File: config.mk
export PLATFORM = sky130hd
export DESIGN_NAME = framed_command_matcher
export DESIGN_NICKNAME = d
export VERILOG_FILES = /design/src/design/fcm_pkg.sv /design/src/design/fcm_ram.sv /design/src/design/fcm_front.sv /design/src/design/fcm_queue.sv /design/src/design/fcm_back.sv /design/src/design/framed_command_matcher.sv
export SDC_FILE = /design/constraint.sdc
export NUM_CORES = 2
export LEC_CHECK = 0
export ABC_CLOCK_PERIOD_IN_PS = 6300
export BUFFER_PORTS_ARGS = -buffer_cell sky130_fd_sc_hd__buf_2
export CELL_PAD_IN_SITES_DETAIL_PLACEMENT = 0
export CELL_PAD_IN_SITES_GLOBAL_PLACEMENT = 1
export CORE_MARGIN = 10
export CORE_UTILIZATION = 40
export CTS_CLUSTER_SIZE = 40
export DETAILED_ROUTE_END_ITERATION = 6
export PLACE_DENSITY_LB_ADDON = 0.1
export SLEW_MARGIN = 10
export SYNTH_ARGS = -nofsm -noshare
export SYNTH_HDL_FRONTEND = slang
export SYNTH_SLANG_ARGS = --single-unit
File: constraint.sdc
create_clock -name aclk -period 6.3 [get_ports aclk]
set_clock_uncertainty 0.15 [all_clocks]
set_input_delay 0.63 -clock aclk [delete_from_list [all_inputs] [get_ports aclk]]
set_output_delay 0.63 -clock aclk [all_outputs]
set_load 0.005 [all_outputs]
File: src/design/fcm_pkg.sv
package fcm_pkg;

    // Default table geometry.
    localparam int DEFAULT_MAX_COMMANDS = 16;
    localparam int DEFAULT_MAX_TEXT     = 20;

    // Width of the reported command index.
    localparam int INDEX_W = 4;

    // Number of entries in the queue between the front and the back.
    localparam int QUEUE_DEPTH = 4;

    // Framing characters.
    localparam logic [7:0] FRAME_OPEN  = 8'h23;
    localparam logic [7:0] FRAME_CLOSE = 8'h25;

    // Request kinds on the input channel.
    localparam logic REQ_SERIAL = 1'b0;
    localparam logic REQ_LOAD   = 1'b1;

    // Operations handed from the front to the back.
    typedef logic [1:0] op_t;
    localparam op_t OP_LOAD        = 2'd0;
    localparam op_t OP_STORE       = 2'd1;
    localparam op_t OP_STORE_MATCH = 2'd2;
    localparam op_t OP_MATCH       = 2'd3;

    typedef struct packed {
        op_t        op;
        logic [7:0] data;
    } fcm_op_t;

endpackage

File: src/design/fcm_ram.sv
module fcm_ram #(
    parameter int WIDTH = 8,
    parameter int DEPTH = 320
) (
    input  logic                     aclk,
    input  logic                     wr_en,
    input  logic [$clog2(DEPTH)-1:0] wr_addr,
    input  logic [WIDTH-1:0]         wr_data,
    input  logic [$clog2(DEPTH)-1:0] rd_addr,
    output logic [WIDTH-1:0]         rd_data
);

    logic [WIDTH-1:0] mem [DEPTH];

    // Single write port, registered read port.
    always_ff @(posedge aclk) begin
        if (wr_en) begin
            mem[wr_addr] <= wr_data;
        end
        rd_data <= mem[rd_addr];
    end

endmodule

File: src/design/fcm_front.sv
module fcm_front #(
    parameter int MAX_TEXT = fcm_pkg::DEFAULT_MAX_TEXT
) (
    input  logic            aclk,
    input  logic            aresetn,
    input  logic            s_valid,
    output logic            s_ready,
    input  logic            s_req_type,
    input  logic [7:0]      s_data_byte,
    output logic            push_valid,
    output fcm_pkg::fcm_op_t push_op,
    input  logic            push_ready
);
    import fcm_pkg::*;

    localparam int POS_W = $clog2(MAX_TEXT);

    logic             in_frame_reg, in_frame_next;
    logic [POS_W-1:0] pos_reg, pos_next;
    logic [POS_W:0]   pos_inc;
    logic             accept;

    // A beat is taken whenever the queue has room, even if it turns out to be dropped.
    assign s_ready = push_ready;
    assign accept  = s_valid && push_ready;
    assign pos_inc = {1'b0, pos_reg} + 1'b1;

    // Classify each beat and track the frame position.
    always_comb begin
        in_frame_next = in_frame_reg;
        pos_next      = pos_reg;
        push_valid    = 1'b0;
        push_op.op    = OP_LOAD;
        push_op.data  = s_data_byte;
        if (accept) begin
            priority if (s_req_type == REQ_LOAD) begin
                push_valid = 1'b1;
                push_op.op = OP_LOAD;
            end else if (!in_frame_reg) begin
                if (s_data_byte == FRAME_OPEN) begin
                    in_frame_next = 1'b1;
                    pos_next      = '0;
                end
            end else if (s_data_byte == FRAME_CLOSE) begin
                push_valid    = 1'b1;
                push_op.op    = OP_MATCH;
                in_frame_next = 1'b0;
                pos_next      = '0;
            end else if (pos_inc == (POS_W + 1)'(MAX_TEXT)) begin
                push_valid    = 1'b1;
                push_op.op    = OP_STORE_MATCH;
                in_frame_next = 1'b0;
                pos_next      = '0;
            end else begin
                push_valid = 1'b1;
                push_op.op = OP_STORE;
                pos_next   = pos_inc[POS_W-1:0];
            end
        end
    end

    always_ff @(posedge aclk) begin
        if (!aresetn) begin
            in_frame_reg <= 1'b0;
            pos_reg      <= '0;
        end else begin
            in_frame_reg <= in_frame_next;
            pos_reg      <= pos_next;
        end
    end

endmodule

File: src/design/fcm_queue.sv
module fcm_queue (
    input  logic             aclk,
    input  logic             aresetn,
    input  logic             push_valid,
    input  fcm_pkg::fcm_op_t push_op,
    output logic             push_ready,
    output logic             pop_valid,
    output fcm_pkg::fcm_op_t pop_op,
    input  logic             pop_ready
);
    import fcm_pkg::*;

    localparam int PTR_W = $clog2(QUEUE_DEPTH);

    fcm_op_t          slot [QUEUE_DEPTH];
    logic [PTR_W-1:0] wr_ptr_reg, rd_ptr_reg;
    logic [PTR_W:0]   fill_reg, fill_next;
    logic             do_push, do_pop;

    assign push_ready = (fill_reg != (PTR_W + 1)'(QUEUE_DEPTH));
    assign pop_valid  = (fill_reg != '0);
    assign pop_op     = slot[rd_ptr_reg];
    assign do_push    = push_valid && push_ready;
    assign do_pop     = pop_valid && pop_ready;

    always_comb begin
        fill_next = fill_reg;
        if (do_push && !do_pop) begin
            fill_next = fill_reg + 1'b1;
        end else if (do_pop && !do_push) begin
            fill_next = fill_reg - 1'b1;
        end
    end

    // Pointer and fill bookkeeping.
    always_ff @(posedge aclk) begin
        if (!aresetn) begin
            wr_ptr_reg <= '0;
            rd_ptr_reg <= '0;
            fill_reg   <= '0;
        end else begin
            if (do_push) begin
                wr_ptr_reg <= wr_ptr_reg + 1'b1;
            end
            if (do_pop) begin
                rd_ptr_reg <= rd_ptr_reg + 1'b1;
            end
            fill_reg <= fill_next;
        end
    end

    // Queue storage needs no reset.
    always_ff @(posedge aclk) begin
        if (do_push) begin
            slot[wr_ptr_reg] <= push_op;
        end
    end

endmodule

File: src/design/fcm_back.sv
module fcm_back #(
    parameter int MAX_COMMANDS = fcm_pkg::DEFAULT_MAX_COMMANDS,
    parameter int MAX_TEXT     = fcm_pkg::DEFAULT_MAX_TEXT
) (
    input  logic                        aclk,
    input  logic                        aresetn,
    input  logic                        pop_valid,
    input  fcm_pkg::fcm_op_t            pop_op,
    output logic                        pop_ready,
    output logic                        m_valid,
    input  logic                        m_ready,
    output logic                        m_match_found,
    output logic [fcm_pkg::INDEX_W-1:0] m_command_index
);
    import fcm_pkg::*;

    localparam int POS_W  = $clog2(MAX_TEXT);
    localparam int LEN_W  = $clog2(MAX_TEXT + 1);
    localparam int CNT_W  = $clog2(MAX_COMMANDS + 1);
    localparam int IDX_W  = (MAX_COMMANDS > 1) ? $clog2(MAX_COMMANDS) : 1;
    localparam int DEPTH  = MAX_COMMANDS * MAX_TEXT;
    localparam int ADDR_W = $clog2(DEPTH);

    localparam logic [1:0] ST_IDLE  = 2'd0;
    localparam logic [1:0] ST_ENTRY = 2'd1;
    localparam logic [1:0] ST_RUN   = 2'd2;

    logic [1:0]        state_reg, state_next;
    logic [CNT_W-1:0]  count_reg, count_next;
    logic [POS_W-1:0]  load_pos_reg, load_pos_next;
    logic [ADDR_W-1:0] load_base_reg, load_base_next;
    logic [POS_W-1:0]  fpos_reg, fpos_next;
    logic [7:0]        fbuf_reg [MAX_TEXT];
    logic              fbuf_we;
    logic [CNT_W-1:0]  entry_reg, entry_next;
    logic [ADDR_W-1:0] base_reg, base_next;
    logic [POS_W-1:0]  pos_reg, pos_next;
    logic [LEN_W-1:0]  len_reg, len_next;
    logic [LEN_W-1:0]  len_mem [MAX_COMMANDS];
    logic              len_we;
    logic [LEN_W-1:0]  len_wdata;
    logic [LEN_W-1:0]  len_rd;
    logic              ram_we;
    logic [ADDR_W-1:0] ram_waddr, ram_raddr;
    logic [7:0]        ram_rdata;
    logic              m_valid_reg, m_valid_next;
    logic              m_found_reg, m_found_next;
    logic [INDEX_W-1:0] m_index_reg, m_index_next;
    logic [POS_W:0]    load_inc, pos_inc;
    logic              needs_out;

    // Command text store.
    fcm_ram #(
        .WIDTH (8),
        .DEPTH (DEPTH)
    ) u_text (
        .aclk    (aclk),
        .wr_en   (ram_we),
        .wr_addr (ram_waddr),
        .wr_data (pop_op.data),
        .rd_addr (ram_raddr),
        .rd_data (ram_rdata)
    );

    assign load_inc  = {1'b0, load_pos_reg} + 1'b1;
    assign pos_inc   = {1'b0, pos_reg} + 1'b1;
    assign len_rd    = len_mem[entry_reg[IDX_W-1:0]];
    assign needs_out = (pop_op.op == OP_MATCH) || (pop_op.op == OP_STORE_MATCH);
    assign pop_ready = (state_reg == ST_IDLE) && (!needs_out || !m_valid_reg);
    assign ram_waddr = load_base_reg + ADDR_W'(load_pos_reg);
    assign ram_raddr = (state_reg == ST_RUN) ? base_reg + ADDR_W'(pos_inc) : base_reg;

    assign m_valid         = m_valid_reg;
    assign m_match_found   = m_found_reg;
    assign m_command_index = m_index_reg;

    // Table loading, frame storing and the entry-by-entry match sequencer.
    always_comb begin
        state_next     = state_reg;
        count_next     = count_reg;
        load_pos_next  = load_pos_reg;
        load_base_next = load_base_reg;
        fpos_next      = fpos_reg;
        fbuf_we        = 1'b0;
        entry_next     = entry_reg;
        base_next      = base_reg;
        pos_next       = pos_reg;
        len_next       = len_reg;
        len_we         = 1'b0;
        len_wdata      = LEN_W'(load_pos_reg);
        ram_we         = 1'b0;
        m_valid_next   = m_valid_reg && !m_ready;
        m_found_next   = m_found_reg;
        m_index_next   = m_index_reg;

        unique case (state_reg)
            ST_IDLE: begin
                if (pop_valid && pop_ready) begin
                    unique case (pop_op.op)
                        OP_LOAD: begin
                            if (count_reg < CNT_W'(MAX_COMMANDS)) begin
                                if (pop_op.data == 8'd0) begin
                                    len_we         = 1'b1;
                                    count_next     = count_reg + 1'b1;
                                    load_pos_next  = '0;
                                    load_base_next = load_base_reg + ADDR_W'(MAX_TEXT);
                                end else begin
                                    ram_we = 1'b1;
                                    if (load_inc == (POS_W + 1)'(MAX_TEXT)) begin
                                        len_we         = 1'b1;
                                        len_wdata      = LEN_W'(MAX_TEXT);
                                        count_next     = count_reg + 1'b1;
                                        load_pos_next  = '0;
                                        load_base_next = load_base_reg + ADDR_W'(MAX_TEXT);
                                    end else begin
                                        load_pos_next = load_inc[POS_W-1:0];
                                    end
                                end
                            end
                        end
                        OP_STORE: begin
                            fbuf_we   = 1'b1;
                            fpos_next = fpos_reg + 1'b1;
                        end
                        OP_STORE_MATCH: begin
                            fbuf_we    = 1'b1;
                            fpos_next  = '0;
                            entry_next = '0;
                            base_next  = '0;
                            state_next = ST_ENTRY;
                        end
                        OP_MATCH: begin
                            fpos_next  = '0;
                            entry_next = '0;
                            base_next  = '0;
                            state_next = ST_ENTRY;
                        end
                        default: begin
                        end
                    endcase
                end
            end
            ST_ENTRY: begin
                // Start on the next closed entry, report a hit on an empty one, or report a miss past the last one.
                if (entry_reg == count_reg) begin
                    m_valid_next = 1'b1;
                    m_found_next = 1'b0;
                    m_index_next = '0;
                    state_next   = ST_IDLE;
                end else if (len_rd == '0) begin
                    m_valid_next = 1'b1;
                    m_found_next = 1'b1;
                    m_index_next = INDEX_W'(entry_reg);
                    state_next   = ST_IDLE;
                end else begin
                    len_next   = len_rd;
                    pos_next   = '0;
                    state_next = ST_RUN;
                end
            end
            ST_RUN: begin
                // One character compared per cycle while the next one is read.
                if (ram_rdata != fbuf_reg[pos_reg]) begin
                    entry_next = entry_reg + 1'b1;
                    base_next  = base_reg + ADDR_W'(MAX_TEXT);
                    state_next = ST_ENTRY;
                end else if (LEN_W'(pos_inc) == len_reg) begin
                    m_valid_next = 1'b1;
                    m_found_next = 1'b1;
                    m_index_next = INDEX_W'(entry_reg);
                    state_next   = ST_IDLE;
                end else begin
                    pos_next = pos_inc[POS_W-1:0];
                end
            end
            default: begin
                state_next = ST_IDLE;
            end
        endcase
    end

    always_ff @(posedge aclk) begin
        if (!aresetn) begin
            state_reg     <= ST_IDLE;
            count_reg     <= '0;
            load_pos_reg  <= '0;
            load_base_reg <= '0;
            fpos_reg      <= '0;
            m_valid_reg   <= 1'b0;
            for (int i = 0; i < MAX_TEXT; i++) begin
                fbuf_reg[i] <= 8'd0;
            end
        end else begin
            state_reg     <= state_next;
            count_reg     <= count_next;
            load_pos_reg  <= load_pos_next;
            load_base_reg <= load_base_next;
            fpos_reg      <= fpos_next;
            m_valid_reg   <= m_valid_next;
            if (fbuf_we) begin
                fbuf_reg[fpos_reg] <= pop_op.data;
            end
        end
    end

    // Sequencer payload and result fields carry no reset.
    always_ff @(posedge aclk) begin
        entry_reg   <= entry_next;
        base_reg    <= base_next;
        pos_reg     <= pos_next;
        len_reg     <= len_next;
        m_found_reg <= m_found_next;
        m_index_reg <= m_index_next;
        if (len_we) begin
            len_mem[count_reg[IDX_W-1:0]] <= len_wdata;
        end
    end

endmodule

File: src/design/framed_command_matcher.sv
// Command table and framed-receive matcher. A beat with s_req_type high appends
// s_data_byte to the table entry being built (zero or a full entry closes it); a beat
// with s_req_type low is a received serial byte, framed by '#' and '%' or closed
// after MAX_TEXT stored bytes. Each closed frame yields one result beat naming the
// first table entry, in load order, whose text is a prefix of the frame buffer, or a miss.
// A front stage classifies beats into a small queue, so input beats are taken at one
// per cycle while the queue has room. Loads and frame bytes are handled in the back
// stage while it is idle; a frame close runs the entry-by-entry match sequencer,
// paced by the single read port of the command text memory, one character per cycle,
// and the back stage takes no new queue entry until the result is set.
module framed_command_matcher #(
    parameter int MAX_COMMANDS = fcm_pkg::DEFAULT_MAX_COMMANDS,
    parameter int MAX_TEXT     = fcm_pkg::DEFAULT_MAX_TEXT
) (
    input  logic                        aclk,
    input  logic                        aresetn,
    input  logic                        s_valid,
    output logic                        s_ready,
    input  logic                        s_req_type,
    input  logic [7:0]                  s_data_byte,
    output logic                        m_valid,
    input  logic                        m_ready,
    output logic                        m_match_found,
    output logic [fcm_pkg::INDEX_W-1:0] m_command_index
);
    import fcm_pkg::*;

    logic    push_valid, push_ready;
    fcm_op_t push_op;
    logic    pop_valid, pop_ready;
    fcm_op_t pop_op;

    // Beat classification and frame tracking.
    fcm_front #(
        .MAX_TEXT (MAX_TEXT)
    ) u_front (
        .aclk        (aclk),
        .aresetn     (aresetn),
        .s_valid     (s_valid),
        .s_ready     (s_ready),
        .s_req_type  (s_req_type),
        .s_data_byte (s_data_byte),
        .push_valid  (push_valid),
        .push_op     (push_op),
        .push_ready  (push_ready)
    );

    // Decoupling queue.
    fcm_queue u_queue (
        .aclk       (aclk),
        .aresetn    (aresetn),
        .push_valid (push_valid),
        .push_op    (push_op),
        .push_ready (push_ready),
        .pop_valid  (pop_valid),
        .pop_op     (pop_op),
        .pop_ready  (pop_ready)
    );

    // Table, frame buffer and matcher.
    fcm_back #(
        .MAX_COMMANDS (MAX_COMMANDS),
        .MAX_TEXT     (MAX_TEXT)
    ) u_back (
        .aclk            (aclk),
        .aresetn         (aresetn),
        .pop_valid       (pop_valid),
        .pop_op          (pop_op),
        .pop_ready       (pop_ready),
        .m_valid         (m_valid),
        .m_ready         (m_ready),
        .m_match_found   (m_match_found),
        .m_command_index (m_command_index)
    );

endmodule
==> summary.md <==
| Metric | Value |
|---|---|
| # IOs | 20 |
| Total gr overflow | 0 |
| Hold EP | u_queue.wr_ptr_reg[1]$_SDFFE_PN0P_ |
| Rel. slew slack | roughly 8.5% |
| Critical path endpoint category | register |
| Max Freq | around 0.16 GHz |
| Worst r2r src | u_back.pos_reg[0]$_DFFE_PP_ |
| Initial DRT Pass Iterations | 5 |
| DP Area | between 100000 and 150000 um^2 |
| CTS H-tree depth | 5 |
| Comb pwr share | about a third |
| Nets | around 7400 |
| Synth warn | 0 |
| Aggregate routed wire length | approximately 400 mm |
| Max rail drop VDD | ~0.00047 V |
| Hold Path Stages | 5 |
| CTS tree | yes |
| Final non-filler cell total | between 10000 and 15000 |
| Power Total | 64600 uW |
| Post-Synthesis Cells | 7044 |
| Count of final setup violators | 0 |
| Buffers added on ports | 19 |
| DP Cell Count | approximately 11000 |
| Area of the die | 326000 um^2 |
| Core area | 302000 um^2 |
| Post-synth ARST share | 0% |
| Vias in the first global route | around 70000 |
| EDFF count, synth | ~3000 |
| Least-Margin Pin Slew | 1.37 ns |
| FF+latch count, synth | roughly 3000 |
| Gp weighted congestion | approximately 0.85 |
| Largest family of logic cells by synthesized area | multiplexers |
| Setup TNS | 0 ns |
| Share of cells above drive strength 1 | between 20% and 30% |
| Mux cell area share after synthesis | about a tenth |
| Adder-cell area share of the yosys netlist | less than 1% |
| DR vias | approximately 70000 |
| Routed Antenna Nets | 0 |
| Synth Flop Type | edfxtp_1 |
| Post-CTS setup buffers | 0 |
| Clk sink count | around 3000 |
| Residual DRC | 0 |
| Int Pwr | 41400 uW |
| Hold_ws | between 0.1 and 0.15 ns |
| Net switching power | approximately 23000 uW |
| Startpoint types | register |
| Simple-gate share of the synthesized area | 6.17% |
| Critical Path RT | 6.92 ns |
| Fin area | ~140000 um^2 |
| Register-to-register path setup slack | around 0.21 ns |
| CP Max Fanout | 26 |
| Clk_lat worst skew | between 0.9 and 1 ns |
| Leakage | roughly 0.044 uW |
| Final hold vios | 0 |
| Initial DRC Count | around 7500 |
| Syn Nets | about 7100 |
| R2R Path End | u_back.u_text.rd_data[6]$_DFF_P_ |
| WP data arrival | 6.71 ns |
| Tcrit/Tclk final | a little over nine tenths |
| Clock-pin slew on the worst setup and hold paths | 0.06 ns |
| Die X-Extent | roughly 570 um |
| Starting Density | roughly two fifths |
| Pwr dens | around 470 nW/um^2 |
| MaxCap Viol Count | 0 |
| Max reg flops | 2560 |
| Total CTS buffers | 332 |
| Switching part of the total power | a little over a third |
| Hold WC Path Type | input pin to register |
| CTS root buf | clkbuf_16 |
| Vias per std cell | between 5 and 6 |
| Largest net degree at the start of global routing | roughly 150 |
| Clk pwr share | between 20 and 30% |
| Initial antenna violation count | 18 |
| Xor/xnor cell area share of the yosys netlist | less than 1% |
| Slew Limit Fails | 0 |
| Flop pwr share | around two fifths |
| RSZ-0062 raised after global routing | no |
| Commonest non-fill, non-tap cell in the layout | edfxtp_1 |
| Hold path start | s_valid |
| Post-detail-place hpwl | around 250 mm |
| Core Rows | ~200 |
| CP Class | register to register |
| Area growth from synthesis to layout | 14.4% |
| First-pass GRT wire length | 561 mm |
| Compound-Gate Fraction of Synth Area | 6.14% |
| Post-synthesis sequential area ratio | roughly three quarters |
| Die Ht | 571 um |
| Clock Path Buffers | 4 |
| Reg2Reg Depth | 12 |
| Final min period | approximately 6 ns |
| CP Launch Point | u_back.pos_reg[0]$_DFFE_PP_ |
| Most frequent cells in the layout | edfxtp_1 (2963), nor2_1 (668), mux4_2 (473) |
| Mapped cell area | roughly 120000 um^2 |
| Syn avg cell area | around 17 um^2 |
| Wire per inst | 34.5 um |
| Total Routing Usage GR | 24.0% |
| Outcome | finished, final reports clean |
| Post-synth cell types | 90 |
[cell usage after synthesis (all sizes together), types with 65 or more instances]
cell type,n,area share [%]
mux2i,123,1.0
edfxtp,2963,73
nand3,154,0.64
a21oi,136,0.56
o22ai,86,0.44
o221ai,276,2.0
nor3,65,0.27
mux4,480,8.9
clkbuf,229,0.71
o21ai,205,0.86
nand2,455,1.4
nor2,680,2.1
nand2b,111,0.57
buf,267,1.2
[cells by family after synthesis]
kind of cell,Yosys count
adder cells (fa/ha/maj),39
multiplexers,664
AND/OR/NAND/NOR,1678
XOR/XNOR,57
AO/OA/AOI/OAI,1047
flip-flops,3020
buffers and inverters,539
[power groups by stage]
stage	Combinational [uW]	Clock, uW	Sequential (uW)
6_report	20700	18700	25100
5_1_grt	21600	19900	25100
4_1_cts	20800	19100	25100
3_5_place_dp	20800	0	25500
3_3_place_gp	20700	0	25500
2_1_floorplan	11200	0	25700
[layout make-up]
class | count | area, um^2
Timing Repair Buffer | 475 | 4170
Multi-Input combinational cell | 3485 | 29000
Tap cell | 3978 | 4980
Fill cell | 26031 | 163000
Clock inverter | 191 | 1590
Antenna cell | 4 | 10.0
Sequential cell | 3020 | 90100
Inverter | 43 | 236
Clock buffer | 411 | 8710
[worst max-delay path, stage by stage, from the launching register on]
cell,delay [ns]
edfxtp_1,0.47
ha_1,0.29
nand3_1,0.12
xor2_1,0.55
inv_1,0.11
ha_1,0.37
xnor2_1,0.38
a21o_4,0.62
nand2_1,0.68
nor4_1,0.68
nor4_1,0.27
a2111oi_0,1.05
nor4_1,0.16
[through the flow]
step                      utilization (%)  worst slack (ns)
after detailed placement             42.5             0.177
after global placement               42.5             0.209
after CTS                            45.9             0.152
after global routing                 45.9            0.0706
after floorplan                         -             0.351
final                                45.9             0.212
[worst max path at each step]
| stage | slack (ns) | to |
|---|---|---|
| after floorplan | 0.35 | u_back.fbuf_reg[20][4]$_DFFE_PP_ |
| after global placement | 0.21 | u_back.u_text.rd_data[4]$_DFF_P_ |
| after detailed placement | 0.18 | u_back.u_text.rd_data[4]$_DFF_P_ |
| after CTS | 0.15 | u_back.u_text.rd_data[4]$_DFF_P_ |
| after global routing | 0.07 | u_back.u_text.rd_data[4]$_DFF_P_ |
| final | 0.21 | u_back.u_text.rd_data[6]$_DFF_P_ |
[metal layers]
| metal | up-vias | track usage, % | share of wire, % | wire length [um] |
|---|---|---|---|---|
| met2 | 2640 | 38.9 | 48 | 191000 |
| met5 | - | 0 | 0.012 | 49 |
| met3 | 657 | 3.57 | 6.3 | 25400 |
| met1 | 37118 | 33.2 | 42 | 168000 |
| li1 | 28921 | - | - | - |
| met4 | 8 | 8.73 | 4.2 | 16800 |
[repair_timing]
action	CTS	global route
hold buffers	11	0
endpoints found under the hold margin	34	0
setup endpoints to repair	0	1
resized for setup	0	1
Note: power is estimated with default switching activity, not from simulation.
